==> src/rtl/lcr_pkg.sv <==
// Package for the load-cell converter serial reader.
// Holds the phase type, command and register codes, and the control structs.
// No dependencies.
package lcr_pkg;

	localparam int SHIFT_W = 24;
	localparam int SUM_W = 32;
	localparam int VALUE_W = 25;
	localparam int DIV_STEPS = 32;

	localparam logic [2:0] CMD_NONE = 3'd0;
	localparam logic [2:0] CMD_NET_READ = 3'd1;
	localparam logic [2:0] CMD_RAW_READ = 3'd2;
	localparam logic [2:0] CMD_POWER_DOWN = 3'd3;
	localparam logic [2:0] CMD_POWER_UP = 3'd4;

	localparam logic [1:0] REG_GAIN_PULSES = 2'd0;
	localparam logic [1:0] REG_HALF_PERIOD = 2'd1;
	localparam logic [1:0] REG_AVERAGE_COUNT = 2'd2;
	localparam logic [1:0] REG_OFFSET = 2'd3;

	typedef enum logic [2:0] {
		PH_IDLE = 3'd0,
		PH_WAIT = 3'd1,
		PH_HIGH = 3'd2,
		PH_LOW = 3'd3,
		PH_DIV = 3'd4
	} phase_t;

	typedef struct packed {
		logic       clr_sum;
		logic       clr_shift;
		logic       shift_en;
		logic       acc_en;
		logic       div_init;
		logic       div_step;
		logic       net;
		logic [7:0] divisor;
	} dp_cmd_t;

	typedef struct packed {
		logic sck;
		logic busy;
		logic sleep;
		logic done;
	} ctrl_stat_t;

endpackage

==> src/rtl/lcr_ctrl.sv <==
// Sequencer for the serial reader: phase state machine, phase timer,
// pulse and conversion counters, divider step count.
// Depends on lcr_pkg.
module lcr_ctrl #(
	parameter int ADC_BITS = 24
) (
	input  logic                clk,
	input  logic                arst_n,
	input  logic                step,
	input  logic [2:0]          command,
	input  logic                dout_level,
	input  logic [1:0]          gain_pulses,
	input  logic [7:0]          half_period_ticks,
	input  logic [7:0]          average_count,
	output lcr_pkg::dp_cmd_t    dp_cmd,
	output lcr_pkg::ctrl_stat_t stat
);
	import lcr_pkg::*;

	phase_t     phase_q, phase_nxt;
	logic       clock_q, clock_nxt;
	logic       sleep_q, sleep_nxt;
	logic       net_q, net_nxt;
	logic [7:0] timer_q, timer_nxt;
	logic [4:0] pulse_q, pulse_nxt;
	logic [7:0] conv_q, conv_nxt;
	logic [5:0] dstep_q, dstep_nxt;

	logic [7:0] half;
	logic [7:0] avg_lim;
	logic [4:0] total_pulses;
	logic [7:0] timer_inc;
	logic [4:0] pulse_inc;
	logic [7:0] conv_inc;
	logic [5:0] dstep_inc;

	assign half = (half_period_ticks == 8'd0) ? 8'd1 : half_period_ticks;
	assign avg_lim = (average_count == 8'd0) ? 8'd1 : average_count;
	assign total_pulses = 5'(ADC_BITS) + ((gain_pulses == 2'd0) ? 5'd1 : {3'd0, gain_pulses});
	assign timer_inc = timer_q + 8'd1;
	assign pulse_inc = pulse_q + 5'd1;
	assign conv_inc = conv_q + 8'd1;
	assign dstep_inc = dstep_q + 6'd1;

	always_ff @(posedge clk or negedge arst_n) begin
		if (!arst_n) begin
			phase_q <= PH_IDLE;
			clock_q <= 1'b0;
			sleep_q <= 1'b0;
			net_q <= 1'b0;
			timer_q <= '0;
			pulse_q <= '0;
			conv_q <= '0;
			dstep_q <= '0;
		end else begin
			phase_q <= phase_nxt;
			clock_q <= clock_nxt;
			sleep_q <= sleep_nxt;
			net_q <= net_nxt;
			timer_q <= timer_nxt;
			pulse_q <= pulse_nxt;
			conv_q <= conv_nxt;
			dstep_q <= dstep_nxt;
		end
	end

	always_comb begin
		phase_nxt = phase_q;
		clock_nxt = clock_q;
		sleep_nxt = sleep_q;
		net_nxt = net_q;
		timer_nxt = timer_q;
		pulse_nxt = pulse_q;
		conv_nxt = conv_q;
		dstep_nxt = dstep_q;
		dp_cmd = '0;
		dp_cmd.net = net_q;
		dp_cmd.divisor = (conv_q == 8'd0) ? 8'd1 : conv_q;
		stat.done = 1'b0;
		if (step) begin
			unique case (phase_q)
				PH_WAIT: begin
					if (!dout_level) begin
						clock_nxt = 1'b1;
						timer_nxt = '0;
						pulse_nxt = '0;
						dp_cmd.clr_shift = 1'b1;
						phase_nxt = PH_HIGH;
					end
				end
				PH_HIGH: begin
					timer_nxt = timer_inc;
					if (timer_inc >= half) begin
						dp_cmd.shift_en = (pulse_q < 5'(ADC_BITS));
						clock_nxt = 1'b0;
						timer_nxt = '0;
						phase_nxt = PH_LOW;
					end
				end
				PH_LOW: begin
					timer_nxt = timer_inc;
					if (timer_inc >= half) begin
						timer_nxt = '0;
						pulse_nxt = pulse_inc;
						if (pulse_inc >= total_pulses) begin
							dp_cmd.acc_en = 1'b1;
							conv_nxt = conv_inc;
							if (conv_inc >= avg_lim) begin
								dp_cmd.div_init = 1'b1;
								dstep_nxt = '0;
								phase_nxt = PH_DIV;
							end else begin
								phase_nxt = PH_WAIT;
							end
						end else begin
							clock_nxt = 1'b1;
							phase_nxt = PH_HIGH;
						end
					end
				end
				PH_DIV: begin
					dp_cmd.div_step = 1'b1;
					dstep_nxt = dstep_inc;
					if (dstep_inc >= 6'(DIV_STEPS)) begin
						stat.done = 1'b1;
						phase_nxt = PH_IDLE;
					end
				end
				default: begin
					phase_nxt = PH_IDLE;
					if ((command == CMD_NET_READ || command == CMD_RAW_READ) && !sleep_q) begin
						net_nxt = (command == CMD_NET_READ);
						dp_cmd.clr_sum = 1'b1;
						conv_nxt = '0;
						clock_nxt = 1'b0;
						phase_nxt = PH_WAIT;
					end else if (command == CMD_POWER_DOWN) begin
						sleep_nxt = 1'b1;
						clock_nxt = 1'b1;
					end else if (command == CMD_POWER_UP) begin
						sleep_nxt = 1'b0;
						clock_nxt = 1'b0;
					end
				end
			endcase
		end
		stat.sck = clock_nxt;
		stat.busy = (phase_nxt != PH_IDLE);
		stat.sleep = sleep_nxt;
	end

endmodule

==> src/rtl/lcr_datapath.sv <==
// Datapath of the serial reader: sample shifter, running sum,
// restoring divider one bit per step, and result forming.
// Depends on lcr_pkg.
module lcr_datapath #(
	parameter int ADC_BITS = 24
) (
	input  logic                                clk,
	input  lcr_pkg::dp_cmd_t                    dp_cmd,
	input  logic                                dout_level,
	input  logic [23:0]                         offset,
	output logic signed [lcr_pkg::VALUE_W-1:0]  result_value
);
	import lcr_pkg::*;

	logic [SHIFT_W-1:0] shift_q;
	logic [SUM_W-1:0]   sum_q;
	logic [SUM_W-1:0]   quot_q;
	logic [7:0]         rem_q;

	logic [SUM_W-1:0]   sample_ext;
	logic [SUM_W-1:0]   sum_acc;
	logic [SUM_W-1:0]   quot_nxt;
	logic [7:0]         rem_nxt;
	logic [8:0]         rem_sh;
	logic [VALUE_W-1:0] avg;
	logic [VALUE_W-1:0] off_ext;

	assign sample_ext = {{(SUM_W - ADC_BITS){shift_q[ADC_BITS-1]}}, shift_q[ADC_BITS-1:0]};
	assign sum_acc = sum_q + sample_ext;

	always_comb begin
		rem_sh = {rem_q, quot_q[SUM_W-1]};
		if (rem_sh >= {1'b0, dp_cmd.divisor}) begin
			rem_nxt = 8'(rem_sh - {1'b0, dp_cmd.divisor});
			quot_nxt = {quot_q[SUM_W-2:0], 1'b1};
		end else begin
			rem_nxt = rem_sh[7:0];
			quot_nxt = {quot_q[SUM_W-2:0], 1'b0};
		end
	end

	always_ff @(posedge clk) begin
		if (dp_cmd.clr_shift) begin
			shift_q <= '0;
		end else if (dp_cmd.shift_en) begin
			shift_q <= {shift_q[SHIFT_W-2:0], dout_level};
		end
		if (dp_cmd.clr_sum) begin
			sum_q <= '0;
		end else if (dp_cmd.acc_en) begin
			sum_q <= sum_acc;
		end
		if (dp_cmd.div_init) begin
			rem_q <= '0;
			quot_q <= sum_acc[SUM_W-1] ? (~sum_acc + 32'd1) : sum_acc;
		end else if (dp_cmd.div_step) begin
			rem_q <= rem_nxt;
			quot_q <= quot_nxt;
		end
	end

	// The result is formed from the quotient after the final divider step.
	assign avg = sum_q[SUM_W-1] ? (~quot_nxt[VALUE_W-1:0] + 25'd1) : quot_nxt[VALUE_W-1:0];
	assign off_ext = dp_cmd.net ? {offset[23], offset} : '0;
	assign result_value = avg - off_ext;

endmodule

==> src/rtl/load_cell_adc_serial_reader.sv <==
// Top level of the load-cell converter serial reader.
// Holds the configuration registers and the output register; instantiates
// lcr_ctrl and lcr_datapath. Depends on lcr_pkg.
//
//  Channel  Direction  Contents
//  s_*      in         one clock tick: command and sampled data line
//  m_*      out        one status item per input item, with result when done
//  cfg_*    in         register writes, no read-back
//
// Every input item is one tick of the serial clock sequencer and yields one
// output item; an item enters each cycle while the output register is free
// or being taken. The averaging divider takes 32 items per read, one
// quotient bit per item. Reset is asynchronous and clears all control
// state. A stall on the output holds the result and blocks the input.
module load_cell_adc_serial_reader #(
	parameter int ADC_BITS = 24
) (
	input  logic        clk,
	input  logic        arst_n,
	input  logic        s_tvalid,
	output logic        s_tready,
	input  logic [7:0]  s_tdata,  // [2:0] command, [3] dout_level, [7:4] zero
	output logic        m_tvalid,
	input  logic        m_tready,
	output logic [31:0] m_tdata,  // [0] sck_level, [1] busy_res, [2] adc_ready,
	                              // [3] powered_down, [4] result_valid,
	                              // [29:5] result_value, [31:30] zero
	input  logic        cfg_we,
	input  logic [1:0]  cfg_addr,
	input  logic [23:0] cfg_data
);
	import lcr_pkg::*;

	logic [1:0]  gain_q;
	logic [7:0]  half_q;
	logic [7:0]  avg_q;
	logic [23:0] offset_q;

	logic        out_valid_q;
	logic [31:0] out_data_q;

	logic               step;
	logic [2:0]         command;
	logic               dout_level;
	dp_cmd_t            dp_cmd;
	ctrl_stat_t         stat;
	logic [VALUE_W-1:0] result_value;
	logic [31:0]        out_word;

	assign command = s_tdata[2:0];
	assign dout_level = s_tdata[3];
	assign s_tready = !out_valid_q || m_tready;
	assign step = s_tvalid && s_tready;

	always_ff @(posedge clk or negedge arst_n) begin
		if (!arst_n) begin
			gain_q <= 2'd1;
			half_q <= 8'd1;
			avg_q <= 8'd1;
			offset_q <= '0;
		end else if (cfg_we) begin
			unique case (cfg_addr)
				REG_GAIN_PULSES: gain_q <= cfg_data[1:0];
				REG_HALF_PERIOD: half_q <= cfg_data[7:0];
				REG_AVERAGE_COUNT: avg_q <= cfg_data[7:0];
				REG_OFFSET: offset_q <= cfg_data;
				default: ;
			endcase
		end
	end

	lcr_ctrl #(
		.ADC_BITS(ADC_BITS)
	) u_ctrl (
		.clk(clk),
		.arst_n(arst_n),
		.step(step),
		.command(command),
		.dout_level(dout_level),
		.gain_pulses(gain_q),
		.half_period_ticks(half_q),
		.average_count(avg_q),
		.dp_cmd(dp_cmd),
		.stat(stat)
	);

	lcr_datapath #(
		.ADC_BITS(ADC_BITS)
	) u_datapath (
		.clk(clk),
		.dp_cmd(dp_cmd),
		.dout_level(dout_level),
		.offset(offset_q),
		.result_value(result_value)
	);

	assign out_word = {2'b00,
		stat.done ? result_value : {VALUE_W{1'b0}},
		stat.done,
		stat.sleep,
		!dout_level && !stat.sleep,
		stat.busy,
		stat.sck};

	always_ff @(posedge clk or negedge arst_n) begin
		if (!arst_n) begin
			out_valid_q <= 1'b0;
		end else if (step) begin
			out_valid_q <= 1'b1;
		end else if (m_tready) begin
			out_valid_q <= 1'b0;
		end
	end

	always_ff @(posedge clk) begin
		if (step) begin
			out_data_q <= out_word;
		end
	end

	assign m_tvalid = out_valid_q;
	assign m_tdata = out_data_q;

endmodule

==> config.mk <==
export PLATFORM = sky130hd
export DESIGN_NAME = load_cell_adc_serial_reader
export DESIGN_NICKNAME = d
export VERILOG_FILES = /design/src/rtl/lcr_pkg.sv /design/src/rtl/lcr_ctrl.sv /design/src/rtl/lcr_datapath.sv /design/src/rtl/load_cell_adc_serial_reader.sv
export SDC_FILE = /design/constraint.sdc
export NUM_CORES = 1
export LEC_CHECK = 0
export ABC_AREA = 1
export BUFFER_PORTS_ARGS = -buffer_cell sky130_fd_sc_hd__clkbuf_2
export CORE_MARGIN = 5
export CORE_UTILIZATION = 65
export CTS_CLUSTER_DIAMETER = 30
export CTS_CLUSTER_SIZE = 12
export DETAILED_ROUTE_END_ITERATION = 12
export GPL_TIMING_DRIVEN = 0
export PLACE_DENSITY_LB_ADDON = 0.25
export SYNTH_ARGS = -nofsm -noshare
export SYNTH_HDL_FRONTEND = slang
export SYNTH_SLANG_ARGS = --single-unit
==> constraint.sdc <==
create_clock -name clk -period 9.7 [get_ports clk]
set_input_delay 2.425 -clock clk [delete_from_list [all_inputs] [get_ports clk]]
set_output_delay 2.425 -clock clk [all_outputs]
set_load 0.05 [all_outputs]
# After elaboration in Yosys (flattened, before gate mapping)
# Cells that the tools add are included.
[classes]
n_addsub = 10
mul = 0
div = 0
order_cmp = 6
eq_ne = 15
shifts = 0
muxes = 65
bitwise_logic = 4
n_reduce_logical = 33
[ops]
columns = ["operator", "count"]
rows = [
  ["2-to-1 mux 32 bit", 3],
  ["2-to-1 mux 8 bit", 9],
  ["2-to-1 mux 25 bit", 2],
  ["adder 32 x 1 -> 32 bit, second input constant", 1],
  ["adder 32 bit", 1],
  ["NOT 32 bit", 1],
  ["one-hot mux 8 bit (2 select lines)", 2],
  ["2-to-1 mux 1 bit", 28],
  ["adder 25 x 1 -> 25 bit, second input constant", 1],
  ["NOT 25 bit", 1],
  ["subtractor 25 bit", 1],
  ["logical NOT 8 bit", 3],
  ["2-to-1 mux 6 bit", 4],
  ["2-to-1 mux 3 bit", 7],
  ["adder 8 x 1 -> 8 bit, second input constant", 2],
  ["greater-or-equal comparator 8 bit", 2],
  ["== test 3 x 2 -> 1 bit, second input constant", 4],
  ["one-hot mux 3 bit (4 select lines)", 1],
  ["one-hot mux 6 bit (2 select lines)", 1],
  ["nonzero test 2 bit", 6],
  ["2-to-1 mux 5 bit", 2],
  ["one-hot mux 5 bit (2 select lines)", 1],
  ["AND reduction 5 bit", 2],
  ["greater-or-equal comparator 9 x 8 -> 1 bit", 1],
  ["other kinds (27)", 47],
]
[totals]
register_bits = 202
latch_bits = 0
ram_bits = 0
rom_bits = 0
output_inout_bits = 34
memories = 0

# Logic depth before layout (Yosys ltp)
# Gate-level depths: netlist (run 1).
[depth]
word_depth = 10
ltp_mapped = 35

# Cells and area by module
# A second synthesis (run 1) with hierarchy kept.
[unflattened]
hier_cells = 2137
area_unflattened_um2 = 14874.3
[by_module_without_submodules]
columns = ["module", "instances", "cells_per_inst", "area_each_um2", "seq_area_each_um2"]
rows = [
  ["lcr_datapath", 1, 1500, 9325.2, 2242.2],
  ["load_cell_adc_serial_reader", 1, 283, 2964.1, 1980.6],
  ["lcr_ctrl", 1, 354, 2585.0, 825.8],
]

# Worst setup path after synthesis (run 1)
# Ideal clock, no wire load.
[synth_path]
path_type = "in2out"
start = "in m_tready"
end = "out s_tready"
arrival_time_ns = 2.806
slack_ns = 4.469
path_stages = 2
n_path_buf = 0
cell_sequence = "inv_1 > nand2_1"
[synth_between]
elab_chain_len = 1
[synth_rtl]
columns = ["element", "line_no", "text"]
rows = [
  ["start: declaration", "load_cell_adc_serial_reader.sv:24", "input logic m_tready,"],
  ["logical OR 1 bit", "load_cell_adc_serial_reader.sv:52", "assign s_tready = !out_valid_q || m_tready;"],
  ["end: declaration", "load_cell_adc_serial_reader.sv:21", "output logic s_tready,"],
]
# No other way between the ends.

# Final worst setup path (run 1)
[layout_path]
start = "reg u_ctrl.conv_q[0]"
end = "reg out_data_q[26] (netlist: m_tdata[26]) (data pin)"
[layout_between]
elab_chain_len = 8
[layout_rtl]
columns = ["element", "line_no", "text"]
rows = [
  ["start: declaration", "lcr_ctrl.sv:26", "logic [7:0] conv_q, conv_nxt;"],
  ["start signal: assignment", "lcr_ctrl.sv:62", "conv_q <= conv_nxt;"],
  ["logical NOT 8 bit", "lcr_ctrl.sv:78", "dp_cmd.divisor = (conv_q == 8'd0) ? 8'd1 : conv_q;"],
  ["2-to-1 mux 8 bit *", "lcr_ctrl.sv:78", ""],
  ["greater-or-equal comparator 9 x 8 -> 1 bit *", "lcr_datapath.sv:33", "if (rem_sh >= {1'b0, dp_cmd.divisor}) begin"],
  ["2-to-1 mux 1 bit *", "lcr_datapath.sv:33", ""],
  ["NOT 25 bit", "lcr_datapath.sv:63", "assign avg = sum_q[SUM_W-1] ? (~quot_nxt[VALUE_W-1:0] + 25'd1) : quot_nxt[VALUE_W-1:0];"],
  ["adder 25 x 1 -> 25 bit", "lcr_datapath.sv:63", ""],
  ["2-to-1 mux 25 bit *", "lcr_datapath.sv:63", ""],
  ["subtractor 25 bit *", "lcr_datapath.sv:65", "assign result_value = avg - off_ext;"],
  ["end signal: assignment", "load_cell_adc_serial_reader.sv:117", "out_data_q <= out_word;"],
  ["end: declaration", "load_cell_adc_serial_reader.sv:40", "logic [31:0] out_data_q;"],
]
# Every way passes the cells marked *; elsewhere a longest branch is shown, timed or not.
# A chain may end at the register's enable or synchronous reset.

==> metrics list, run 1 <==
- The synthesized design spends more area on one cell type than any other, namely nand2_1.
* Number of filler instances in the final layout: around 1700
- Once the clock tree was built, the resizer swapped 0 gates to a different size.
* FF+latch count, synth: roughly 200
- Aggregate global-route resource usage: between 30% and 40%
- The synthesized design devotes to its leading area cell type 13.9% of total area.
- Number of top-level pins: 73
* Data arrival time of the worst path: slightly below 7000 ps
* Pin count of the biggest net entering global routing: 55
- Subtracting the final worst setup slack from the clock period gives between 6000 and 7000 ps.
- Fraction of layout cells with a size suffix above 1: between 10% and 20%
- CTS saw 202 sinks.
* Final Instance Count excl. Fillers: roughly 2400
- The core region is approximately 0.022 mm^2.
* Unrepaired setup endpoints after global routing: no
- For the worst-skew pair, the clock arrives at the later sink with an insertion delay of 530 ps.
- Start point of the critical path: u_ctrl.conv_q[0]
- The analysis attributes to cell leakage a power of just over 0.008 uW.
- Of all nets on the critical path, the largest fanout is 11.
- The hold violation count in the final report is 0.
- In this run the critical register-to-register path is launched from u_ctrl.conv_q[0].
- HP Start: u_datapath.shift_q[15]
- Post-synthesis average cell area: ~7.1 um^2
* Final slew viol count: 0
- Once detail routing completed, the nets flagged for antenna violations numbered 0.
- Vias per cell: around 5.6
* Number of buffers inserted by hold repair at cts: 0
- STA classifies the critical path startpoint as a flip-flop.
* Synth Flop Type: dfrtp_1
* Cell with the biggest individual delay on the critical path: dfrtp_1
* Maximum clock rate: between 150 and 200 MHz
- Power per standard cell area: approximately 320 mW/mm^2
- Crit path capture type: flip-flop
* Area growth from synthesis to final layout: 15.5%
* Detail Placement HPWL: about 29 mm
- Setup violations remaining at the end of the flow were counted as 0.
- Row generation in the floorplan step produced 54 rows.
* Placer congestion estimate: between 0.9 and 1
- DP Cell Count: about 2400
* Delay of the slowest cell on the worst path: between 400 and 500 ps
- Final hold analysis gives a worst-case slack of 476 ps.
- In this run the tool buffered the top-level ports with 66 buffer cells.
- In the post-synthesis netlist, the biggest area contributors are nand2_1 14%, edfxtp_1 13%, dfrtp_1 13%.
- Summed instance area of the synthesized netlist: 0.0142 mm^2
- By instance count, the leading cell after synthesis is nand2_1.
* Pre-antenna DRT Iters: 5
- On the final layout, the worst clock skew is 23.9 ps.
- Root Buffer Master: clkbuf_16
* Setup bufs post-CTS: 0
* Die H: about 160 um
- Counting every instance in the synthesized netlist gives 2005.
- Iteration-0 DRC count of the detailed router: 1079
- Type of the worst min-delay path: reg -> reg
* Netlist cell types: 52
- Antenna violations before repair: 0
- The final layout contains 2251 nets.
* Initial standard-cell utilization of the core: about 66%
- Final cycle utilization of the critical path: 66.3%
* Post-synth EDFFs: a little over 60
* Proportion of synthesized flip-flops having asynchronous set or reset: 37.6%
- The first global-routing pass estimated 61.5 mm of wire.
- The setup path with the least slack is of type reg -> reg.
- CTS max path bufs: 3
- Data on the critical path is required at its endpoint by slightly above 10000 ps.
- Across the VDD grid, the largest voltage drop is 0.224 mV.
- TritonCTS created 45 clock buffers.
- Worst slew slack as a fraction of its limit: about two fifths
- CTS tree: done
- Result of the run: complete, no violations
- For this run, design rule violations remaining after detail routing come to 0.
- Congestion Overflow GR: 0
* # diodes: 0
- Die area: 0.0249 mm^2
* Most frequent cells after synthesis: 525 x nand2_1, 303 x inv_1, 140 x o21ai_0
- The number of global-route vias before repair came to approximately 13000.
- Clock-pin slew was measured on the worst setup and hold paths at 50 ps.
- Die Span X: 158 um
* # H-tree levels: 2
* Final setup TNS: 0 ps
- Dividing the detail-routed wire length by the instance count gives about 16 um.
* Max capacitance violation total: 0
- Area used by sequential logic in the layout: around 0.005 mm^2
- Transition at the pin with the smallest max-transition slack: between 800 and 900 ps
* Share of synthesized area occupied by flip-flops and latches: a little over a third
* Vias: 13700
- The multi-input combinational cells in the finished layout cover a total of approximately 0.0077 mm^2.
- Synthesis Warnings: 0
- Total Wirelength: 38.0 mm
-- area by class of cell --
type                            instances  area share [%]
Buffer                                 48            1.36
Clock buffer                           52            7.27
Clock inverter                         31            1.71
Inverter                              323            7.40
Multi-Input combinational cell       1433            47.1
Sequential cell                       202            30.7
Tap cell                              280            2.13
Timing Repair Buffer                   68            2.32
-- power by group --
group / leakage, uW / total [uW] / switching [uW] / internal, uW
Sequential: 0.00207 / 1230 / 162 / 1070
Clock: 0.000723 / 1460 / 494 / 965
Combinational: 0.00532 / 2570 / 1710 / 864
-- path summary, 6_finish.rpt --
kind	depth (start not counted)	slack, ps	end
setup / recovery	32	3270	m_tdata[26]
hold / removal	2	480	u_datapath.shift_q[15]
setup reg to reg	32	3270	m_tdata[26]
hold reg to reg	2	480	u_datapath.shift_q[15]
max in group asynchronous	2	7230	gain_q[0]
min in group asynchronous	1	1830	offset_q[6]
-- kinds of logic after synthesis --
group | Yosys count | share of synthesized area [%]
simple gates | 922 | 28.3
buf+inv | 371 | 10.1
compound gates | 354 | 13.6
flops | 202 | 35.5
fa+ha+maj | 91 | 8.17
xor+xnor | 48 | 2.96
mux | 16 | 1.27
other cells | 1 | 0.0264
-- metrics by stage --
| step | total power [uW] | instance area [um^2] | util (%) | worst slack [ps] |
|---|---|---|---|---|
| after floorplan | 3130 | 14200 | - | 4470 |
| after global placement | 3640 | 14900 | 68.7 | 3620 |
| after detailed placement | 3720 | 14900 | 68.8 | 3450 |
| after CTS | 5220 | 16400 | 75.6 | 3340 |
| after global routing | 5650 | 16400 | 75.7 | 2680 |
| final | 5260 | 16400 | 75.7 | 3270 |
-- flip-flops by register name (all words and copies together) (netlist names), 8 cells and up --
signal and cells:
u_ctrl.timer_q 8, u_datapath.rem_q 8, u_datapath.sum_q 32, u_datapath.quot_q 32, half_q 8, offset_q 24, u_datapath.shift_q 24, u_ctrl.conv_q 8
avg_q 8, m_tdata 30
-- worst max-delay path: cells and delay by family (launching register included) --
| kind | cells | cell delay, ps |
|---|---|---|
| and+or+nand+nor | 11 | 1670 |
| adders and majority gates | 4 | 950 |
| AOI/OAI and AO/OA | 11 | 2450 |
| DFF | 1 | 450 |
| xor gates and xnor gates | 1 | 120 |
| buffers and inverters | 5 | 610 |
-- cells in the final DEF (no fill, tap or decap), types with 64 or more instances in the layout --
master,count
nor2_1,137
ha_1,88
nand3_1,135
dfrtp_1,73
a21oi_1,128
nand2_1,525
o21ai_0,140
inv_1,303
dfxtp_1,64
clkbuf_2,65
-- per-layer routing --
layer  up-vias  wire (um)  track usage (%)
met2       522      17400             49.4
met1      6272      16300             40.4
li1       6803          -                -
met4         0       1430             11.8
met3       111       2820             4.54
met5         -          0                0
No activity file was read; power rests on OpenSTA's default activity.
==> run 2, diff against run 1 <==
--- a/config.mk
+++ b/config.mk
@@ -8,7 +8,7 @@
 export ABC_AREA = 1
 export BUFFER_PORTS_ARGS = -buffer_cell sky130_fd_sc_hd__clkbuf_2
 export CORE_MARGIN = 5
-export CORE_UTILIZATION = 65
+export CORE_UTILIZATION = 57
 export CTS_CLUSTER_DIAMETER = 30
 export CTS_CLUSTER_SIZE = 12
 export DETAILED_ROUTE_END_ITERATION = 12
==> constraint.sdc (replaced) <==
create_clock -name clk -period 5.2 [get_ports clk]
set_input_delay 1.3 -clock clk [delete_from_list [all_inputs] [get_ports clk]]
set_output_delay 1.3 -clock clk [all_outputs]
set_load 0.05 [all_outputs]
==> run 2 against run 1 <==
Wire length is 2.2% higher. Sequential share of layout area down 0.78 points. Die area rose by 13%. Clock power increased by 78%. Core utilization decreased by 6.8 points. Worst hold slack worse by 4.4 ps. Design area grew 2.6%. Register-to-register slack lost 3200 ps. Critical path type unchanged.
==> metrics list, run 2 (synthesized netlist as in run 1, its figures left out) <==
* Net count of the finished layout: around 2300
- Pre-antenna DRT Iters: 6
* Leak Pwr: ~0.0083 uW
- Data arrival time of the worst path: 5400 ps
- Type of the worst setup path: reg -> reg
- Antenna Violating Nets Remaining: 0
* Placed standard-cell area: 0.0150 mm^2
* Die Span X: 168 um
* Placer congestion estimate: approximately 0.93
* CTS max path bufs: 3
* Area growth from synthesis to final layout: 18.6%
* Die area: 0.0282 mm^2
- Worst VDD drop: 0.387 mV
* Number of buffers created by CTS: 43
- Worst slew slack as a fraction of its limit: slightly above 40%
* Aggregate global-route resource usage: a little over a quarter
- The number of antenna diodes in the final layout is 0.
- For this block, the routed nets add up to 38.8 mm of wire.
- Critical Path Most Common Cell: a21oi_2
* Power per standard cell area: around 610 mW/mm^2
- Global-route wire length before repair: about 62 mm
- Delay of the slowest cell on the worst path: ~390 ps
- Antenna violations before repair: 0
- Number of top-level pins: 73
* Initial standard-cell utilization of the core: between 50 and 60%
- Fraction of layout cells with a size suffix above 1: between 10% and 20%
- Most common library cell in the layout ignoring fill and taps: nand2_1
* Post-route cell area: 0.0168 mm^2
- Dividing the detail-routed wire length by the instance count gives about 15 um.
* Root Buffer Master: clkbuf_16
- Max-cap violations in this run came to 0.
- Number of rows in the core area: 57
- The path class of the tightest hold or removal check is reg -> reg.
- Vias per cell: 5.50
- Number of filler instances in the final layout: around 2000
- STA classifies the critical path endpoint as a flip-flop.
- Congestion Overflow GR: 0
- The flow ran to the end, and the final reports show no timing, DRC or antenna violations.
- Final critical delay including setup and external delays: between 5000 and 6000 ps
- Maximum fanout along the worst path: 4
* DR DRC count: 0
* Final setup violation count: 0
- Final setup TNS: 0 ps
- Detailed placement ended at an HPWL of 28.7 mm.
- For the worst-skew pair, the clock arrives at the later sink with an insertion delay of between 500 and 600 ps.
- In this run the tool buffered the top-level ports with 66 buffer cells.
- After clock tree synthesis, the clock-pin slew on the worst setup and hold paths is around 50 ps.
- For this design, the slowest cell found on the critical path is dfrtp_1.
* Die H: between 150 and 200 um
- TritonCTS built the clock tree.
- Worst Clk Skew: roughly 34 ps
* Final cycle utilization of the critical path: 99.0%
* Number of global-route vias before repair: 13000
- Required time worst endpoint: roughly 5500 ps
- Clock Sink Count: 202
* # H-tree levels: 2
- Setup repair after global routing could not meet its margin everywhere.
* Pin count of the biggest net entering global routing: 55
- The number of max-slew violations in the final report came to 0.
- After the first detailed-routing iteration, the DRC count stood at approximately 1100.
- Crit start category: flip-flop
- At the pin with the least slew margin, the transition time is between 800 and 900 ps.
- Number of hold-slack violations in the final timing report: 0
* Maximum clock rate: roughly 190 MHz
* Core Box Area: 0.0245 mm^2
* Vias: about 14000
* Number of buffers inserted by hold repair at cts: 0
- Leaving out fill and tap cells, the most frequent cells in the layout are 522 x nand2_1, 295 x inv_1, 135 x nor2_1.
[run 2: cell types whose count changed in the layout (fill, tap and decap cells not counted), sizes merged]
cell and change:
buf +30, bufinv -2, clkbuf +2, clkinv -5, clkinvlp +1
[run 2: worst max-delay path, delay by kind of cell (launching register included)]
kind | cells | cell delay, ps
AND/OR/NAND/NOR | 7 | 800
buffers and inverters | 8 | 820
adder cells (fa/ha/maj) | 4 | 800
flip-flops | 1 | 390
XOR/XNOR | 1 | 210
AO/OA/AOI/OAI | 13 | 1860
[run 2: per-stage QoR]
step	worst slack, ps	utilization, %	hold slack [ps]	instances	total power, uW
2_1_floorplan	95.5	-	442	2006	5840
3_3_place_gp	-829	61.1	456	2396	6800
3_5_place_dp	-1030	61.2	461	2397	6940
4_1_cts	2.54	67.9	468	2492	9830
5_1_grt	-154	68.9	496	2507	11000
6_report	49.4	68.9	471	2507	10200
[run 2: area by class of cell]
class	instances	area, um^2	area share [%]
Sequential cell	202	5050	30.0
Multi-Input combinational cell	1433	7950	47.2
Buffer	48	229	1.36
Inverter	323	1210	7.21
Clock buffer	54	1190	7.06
Timing Repair Buffer	98	593	3.52
Tap cell	324	405	2.41
Clock inverter	25	220	1.31
[run 2: worst paths after layout]
check	start	end	slack, ps	cells past startpoint
worst min register to register	u_datapath.shift_q[9]	u_datapath.shift_q[9]	470	2
worst min-delay path	u_datapath.shift_q[9]	u_datapath.shift_q[9]	470	2
worst max register to register	u_ctrl.conv_q[1]	m_tdata[28]	50	33
worst max-delay path	u_ctrl.conv_q[1]	m_tdata[28]	50	33
max in group asynchronous	arst_n	gain_q[0]	3840	2
min in group asynchronous	arst_n	offset_q[1]	690	1
[run 2: metal layers]
metal | track usage, % | up-vias | wire (um)
li1 | - | 6850 | -
met1 | 35.2 | 6336 | 16900
met2 | 43.7 | 515 | 18000
met3 | 4.01 | 100 | 2620
met4 | 9.53 | 0 | 1290
met5 | 0 | - | 0
[run 2: where the power goes]
part	switching, uW	internal (uW)
Sequential	297	1990
Clock	915	1690
Combinational	3410	1890
[run 2: what timing repair did]
item | CTS | global route
pin swaps | 19 | 32
endpoints found under the hold margin | 0 | 0
setup buffers | 16 | 15
endpoints found under the setup margin | 14 | 14
resized for setup | 31 | 32
